<file path="config.mk">
export PLATFORM = sky130hd
export DESIGN_NAME = fwc_ctrl
export DESIGN_NICKNAME = d
export VERILOG_FILES = /design/src/rtl/core/fwc_pkg.sv /design/src/rtl/core/fwc_ctrl.sv
export SDC_FILE = /design/constraint.sdc
export NUM_CORES = 1
export LEC_CHECK = 0
export ABC_AREA = 1
export BUFFER_PORTS_ARGS = -buffer_cell sky130_fd_sc_hd__buf_2
export CAP_MARGIN = 10
export CORE_MARGIN = 4
export CORE_UTILIZATION = 54
export CTS_BUF_LIST = sky130_fd_sc_hd__clkbuf_4 sky130_fd_sc_hd__clkbuf_8 sky130_fd_sc_hd__clkbuf_16
export DETAILED_ROUTE_END_ITERATION = 7
export HOLD_SLACK_MARGIN = 0.03
export MAX_ROUTING_LAYER = met4
export PLACE_DENSITY = 0.82
export SYNTH_ARGS = -nofsm -noshare
export SYNTH_HDL_FRONTEND = slang
export SYNTH_SLANG_ARGS = --single-unit
</file>
<file path="constraint.sdc">
create_clock -name clk -period 2.4 [get_ports clk]
set_input_delay 0.48 -clock clk [delete_from_list [all_inputs] [get_ports clk]]
set_output_delay 0.48 -clock clk [all_outputs]
set_load 0.02 [all_outputs]
</file>
<file path="src/rtl/core/fwc_pkg.sv">
`timescale 1ns / 1ps
// ----------------------------------------------------------------------------
// fwc_pkg
// Shared constants and controller/datapath interface types for the
// flow weighted centroid block.
// ----------------------------------------------------------------------------
package fwc_pkg;

	localparam int MAX_WIDTH  = 128;
	localparam int MAX_HEIGHT = 64;
	localparam int FLOW_BITS  = 16;

	localparam int COL_BITS   = $clog2(MAX_WIDTH);
	localparam int ROW_BITS   = $clog2(MAX_HEIGHT);
	localparam int ADDR_BITS  = COL_BITS + ROW_BITS;
	localparam int STORE_DEPTH = MAX_WIDTH * MAX_HEIGHT;

	localparam int MSUM_BITS  = 29;
	localparam int CSUM_BITS  = 36;
	localparam int RSUM_BITS  = 35;
	localparam int CNT_BITS   = 14;
	localparam int DVD_BITS   = CSUM_BITS + 8;
	localparam int SQ_BITS    = 2 * FLOW_BITS;
	localparam int MAG_BITS   = FLOW_BITS;

	localparam logic [1:0] REG_WIDTH   = 2'd0;
	localparam logic [1:0] REG_HEIGHT  = 2'd1;
	localparam logic [1:0] REG_THRESH  = 2'd2;
	localparam logic [1:0] REG_PERMILL = 2'd3;

	typedef struct packed {
		logic accept;
		logic sq_en;
		logic sq_sel;
		logic root_start;
		logic acc;
		logic div_start;
		logic div_sel;
		logic latch_cx;
		logic latch_cy;
		logic mem_rd;
		logic out_latch;
		logic out_zero;
	} cmd_t;

	typedef struct packed {
		logic last;
		logic sum_zero;
		logic root_done;
		logic div_done;
	} status_t;

endpackage

</file>
<file path="src/rtl/core/fwc_ctrl.sv">
`timescale 1ns / 1ps
// ----------------------------------------------------------------------------
// fwc_ctrl
// Sequencer for per-pixel accumulation and end-of-frame centroid.
// ----------------------------------------------------------------------------
module fwc_ctrl import fwc_pkg::*; (
	input  logic    clk,
	input  logic    arst_n,
	input  logic    start,
	input  status_t status,
	output cmd_t    cmd,
	output logic    busy,
	output logic    done
);

	typedef enum logic [9:0] {
		ST_IDLE = 10'b0000000001,
		ST_SQ   = 10'b0000000010,
		ST_RS   = 10'b0000000100,
		ST_RW   = 10'b0000001000,
		ST_ACC  = 10'b0000010000,
		ST_FIN  = 10'b0000100000,
		ST_DX   = 10'b0001000000,
		ST_DY   = 10'b0010000000,
		ST_RD   = 10'b0100000000,
		ST_OUT  = 10'b1000000000
	} state_t;

	state_t state_q, state_n;
	logic   center_q, center_n;

	always_ff @(posedge clk or negedge arst_n) begin
		if (!arst_n) begin
			state_q  <= ST_IDLE;
			center_q <= 1'b0;
		end else begin
			state_q  <= state_n;
			center_q <= center_n;
		end
	end

	always_comb begin
		state_n  = state_q;
		center_n = center_q;
		cmd      = '0;
		cmd.sq_sel = center_q;
		case (state_q)
			ST_IDLE: begin
				if (start) begin
					cmd.accept = 1'b1;
					center_n   = 1'b0;
					state_n    = ST_SQ;
				end
			end
			ST_SQ: begin
				cmd.sq_en = 1'b1;
				state_n   = ST_RS;
			end
			ST_RS: begin
				cmd.root_start = 1'b1;
				state_n        = ST_RW;
			end
			ST_RW: begin
				if (status.root_done) begin
					if (center_q) begin
						cmd.out_latch = 1'b1;
						state_n       = ST_OUT;
					end else begin
						state_n = ST_ACC;
					end
				end
			end
			ST_ACC: begin
				cmd.acc = 1'b1;
				state_n = status.last ? ST_FIN : ST_IDLE;
			end
			ST_FIN: begin
				if (status.sum_zero) begin
					cmd.out_latch = 1'b1;
					cmd.out_zero  = 1'b1;
					state_n       = ST_OUT;
				end else begin
					cmd.div_start = 1'b1;
					state_n       = ST_DX;
				end
			end
			ST_DX: begin
				if (status.div_done) begin
					cmd.latch_cx  = 1'b1;
					cmd.div_start = 1'b1;
					cmd.div_sel   = 1'b1;
					state_n       = ST_DY;
				end
			end
			ST_DY: begin
				cmd.div_sel = 1'b1;
				if (status.div_done) begin
					cmd.latch_cy = 1'b1;
					state_n      = ST_RD;
				end
			end
			ST_RD: begin
				cmd.mem_rd = 1'b1;
				center_n   = 1'b1;
				state_n    = ST_SQ;
			end
			ST_OUT: begin
				state_n = ST_IDLE;
			end
			default: begin
				state_n = ST_IDLE;
			end
		endcase
	end

	assign busy = (state_q != ST_IDLE);
	assign done = (state_q == ST_OUT);

	// result strobe lasts exactly one cycle
	a_done_pulse: assert property (@(posedge clk) disable iff (!arst_n)
		done |=> !done) else $error("result strobe held");

	// an accepted pixel always makes the block busy next cycle
	a_accept_busy: assert property (@(posedge clk) disable iff (!arst_n)
		(start && !busy) |=> busy) else $error("accept without busy");

	// the divider is only started with a nonzero magnitude sum
	a_div_nonzero: assert property (@(posedge clk) disable iff (!arst_n)
		cmd.div_start |-> !status.sum_zero) else $error("divide by zero sum");

endmodule

</file>
---- Yosys cells after proc, flatten, opt, wreduce, memory -nomap -nowiden ----
Index checks and enable logic that the tools add are counted.
word-level totals
  register bits after elaboration ......... 11
  latch bits .............................. 0
  bits in writable memories ............... 0
  ROM bits ................................ 0
  bits of input ports ..................... 7
  output and inout port bits .............. 14
  logic and storage cells ................. 48
  memories ................................ 0
cells by class
  add/sub/neg operators ................... 0
  $mul .................................... 0
  div/mod/pow operators ................... 0
  order comparisons ....................... 0
  equality and inequality tests ........... 15
  shift-type cells ........................ 0
  mux-type cells .......................... 28
  bitwise operators ....................... 0
  reductions and logical operators ........ 3
operator list
  cell                  count
  $pmux 10 s9           1
  $mux 10               6
  $mux 1                14
  $eq 10x1->1 const B   1
  $eq 10x10->1 const B  1
  $eq 10x2->1 const B   1
  $eq 10x3->1 const B   1
  $eq 10x4->1 const B   1
  $eq 10x5->1 const B   1
  $eq 10x6->1 const B   1
  $eq 10x7->1 const B   1
  $eq 10x8->1 const B   1
  $eq 10x9->1 const B   1
  $ne 10x1->1 const B   1
  $ne 2x2->1 const B    4
  $pmux 1 s2            4
  $mux 6                1
  $reduce_and 4->1      1
  $mux 3                1
  $mux 2                1
  $reduce_and 2->1      1
  $reduce_bool 2->1     1

---- Depth between registers and ports, before layout ----
  word-level depth ........................ 3
  depth in mapped cells ................... 9

---- Worst setup path before layout ----
No wires, ideal clock.
  path kind ............................... register to output
  start point ............................. register state_q[6]
  end point ............................... output port cmd[1] (netlist bit)
  data arrival time ....................... 1356 ps
  path slack .............................. 564 ps
  cell stages (with the launch flop) ...... 6
  path buffers ............................ 0
  path through ............................ dfrtp_1 -> nor2_1 -> nand2_2 -> nor2_2 -> nand2_2 -> o31ai_1
RTL lines
  item                    line            text
  from (decl)             fwc_ctrl.sv:29  state_t state_q, state_n;
  from (signal assigned)  fwc_ctrl.sv:37  state_q <= state_n;
  to (decl)               fwc_ctrl.sv:11  output cmd_t cmd,

==> results.txt <==
Post-Syn Nets = 121
Power, Total = 692 uW
R2R Path Start = state_q[0]$_DFFE_PN1P_
Core Box Area = 0.00132 mm2
Root Buffer = clkbuf_4
worst vdd ir = 0.431 mV
Yosys top cell area share = 32.6%
Setup Buffers After CTS = 0
utilization after layout = 68.2%
vias = 754
r2r setup slk = 1.07 ns
Die W = 45.7 um
total grt overflow = 0
die height = 45.7 um
number of synthesized flops with an enable pin = 0
Hold WC Path Type = primary input to async pin
Final min period = 2.08 ns
hold_buf cts = 0
1st-pass router iterations = 4
required time of the critical path = 1.92 ns
H-tree depth = 1
status = finished clean
Synth warnings = 0
Synth area leader = dfrtp_1
commonest register cell after synthesis = dfrtp_1
Clock Sinks = 11
antenna violations before repair = 0
synthesized cell area = 767 um2
Buffers on Ports = 20
Site Rows = 13
share of cells above drive strength 1 = 33.1%
PD cells = 771 mW/mm2
Mapped Cells = 114
GP Congestion = 0.924
max-slew violations = 0
Max-slew headroom = 81.9%
most frequent cell after synthesis = inv_1
ANT cells = 0
worst skew pair latency = 0.28 ns
Critical Path Sink Type = output port
Worst setup SP type = flop
mean post-synth cell area = 6.73 um2
ys async rst share = 100%
die footprint = 0.00209 mm2
final period utilization = 86.7%
Fmax = 481 MHz
Setup TNS = 0 ns
Initial Util = 58.2%
top cells by area, synth = dfrtp_1, inv_1, nand2_1
R2R depth = 9
Vias/cell = 4.99
Detailed Place HPWL = 1.35 mm
Clock Path Buffers = 2
largest net degree at the start of global routing = 12
post-CTS sizing = 0
GR Util All Layers = 20.2%
CTS tree = done
wire length per cell = 11.0 um
Starting DRT DRC Count = 32
sequential share of the synthesized area = 36.1%
Fillers = 112
pre-CTS setup slack = 0.638 ns
Routed Antenna Nets = 0
R2R Path End = state_q[7]$_DFFE_PN0P_
Synth Register Bits = 11
Synth cell types = 21
Num CTS Buffers = 3
Post-route DRC = 0
vias in the first global route = 707
synth cell count leaders = inv_1, nand2_1, nor2_1
P_leak = 0.000584 uW
RSZ-0062 raised after global routing = false
PnR worst setup slack = 0.319 ns
critical path arrival = 1.60 ns
final setup fails = 0
Layout area overhead = 17.1%
CTS clk-pin slew, worst paths = 0.08 ns
final wirelength = 1.66 mm
crit path max fanout = 8
clk_skew = 0.00774 ns
critical path class = flop to output port
Max-Cap Viols = 0
I/O Pins = 21
Worst Tran Pin Value = 0.272 ns
# nets final = 144
Multi-input gate area = 373 um2
first-pass GRT wire length = 2.88 mm
Fin. Hold Viols = 0
sequential cell area = 277 um2
-- stage by stage --
stage          hold slack (ns)  area (um2)  std cells
2_1_floorplan            0.184         767        114
3_3_place_gp             0.360         871        147
3_5_place_dp             0.366         871        147
4_1_cts                 0.0593         898        151
5_1_grt                 0.0561         898        151
6_report                0.0613         898        151
-- per-layer routing --
metal | part of all wire, % | track usage, %
met1 | 43 | 24.2
met2 | 45 | 31.2
met3 | 9.4 | 3.56
met4 | 2.1 | 11.7
met5 | 0 | -
-- logic make-up (layout without fill, tap and decap cells) --
| family | count (synthesis) | in the layout | synth area share (%) |
|---|---|---|---|
| AO/OA/AOI/OAI | 3 | 3 | 2.61 |
| flip-flops | 11 | 11 | 36.1 |
| buffers and inverters | 29 | 51 | 15.3 |
| AND/OR/NAND/NOR | 71 | 71 | 46.0 |
-- state kept, by name, summed over array words and instances, names as in the netlist --
signal / flops
center_q: 1
state_q: 10
-- worst max-delay path, stage by stage, from the launching register on --
cell and delay, ns:
dfrtp_1 0.43, nor2_2 0.16, nand2_4 0.11, inv_1 0.07, nand3_1 0.09, or2_1 0.25
nand2_1 0.06, buf_2 0.15
-- placed cells by master (no fill, tap or decap) --
cell / count
clkinv_2: 2
nor3_2: 1
nand2_4: 1
nand4_1: 2
nor2_1: 19
nor3_1: 1
nand2_2: 7
buf_2: 20
or2_1: 1
dfstp_2: 1
nand2_1: 22
o31ai_1: 2
dfrtp_1: 10
nor2_4: 1
nor2_2: 5
inv_2: 2
nand3_1: 7
inv_1: 24
nor4_1: 2
nand3_2: 2
clkbuf_4: 3
o21ai_1: 1
-- where the power goes --
| group | internal [uW] | switching (uW) |
|---|---|---|
| Sequential | 218 | 24.1 |
| Combinational | 105 | 215 |
| Clock | 61.8 | 69.2 |
| Total | 384 | 308 |
-- area by class of cell --
| class | instances | area share, % |
|---|---|---|
| well taps | 15 | 2.09 |
| repair buffers | 20 | 11.1 |
| clock buffers | 3 | 2.51 |
| clock inverters | 1 | 0.557 |
| flip-flops and latches | 11 | 30.8 |
| multi-input cells | 74 | 41.5 |
| inverters | 27 | 11.4 |
-- how the worst max path moves through the flow --
stage / to / slack, ns / from
global placement: cmd[6] / 0.65 / state_q[1]$_DFFE_PN0P_
CTS: cmd[6] / 0.31 / state_q[1]$_DFFE_PN0P_
global route: cmd[1] / 0.18 / state_q[7]$_DFFE_PN0P_
floorplan: cmd[1] / 0.56 / state_q[6]$_DFFE_PN0P_
detailed placement: cmd[6] / 0.64 / state_q[1]$_DFFE_PN0P_
finish: cmd[6] / 0.32 / state_q[1]$_DFFE_PN0P_
Power figures use the tool's default switching activity.
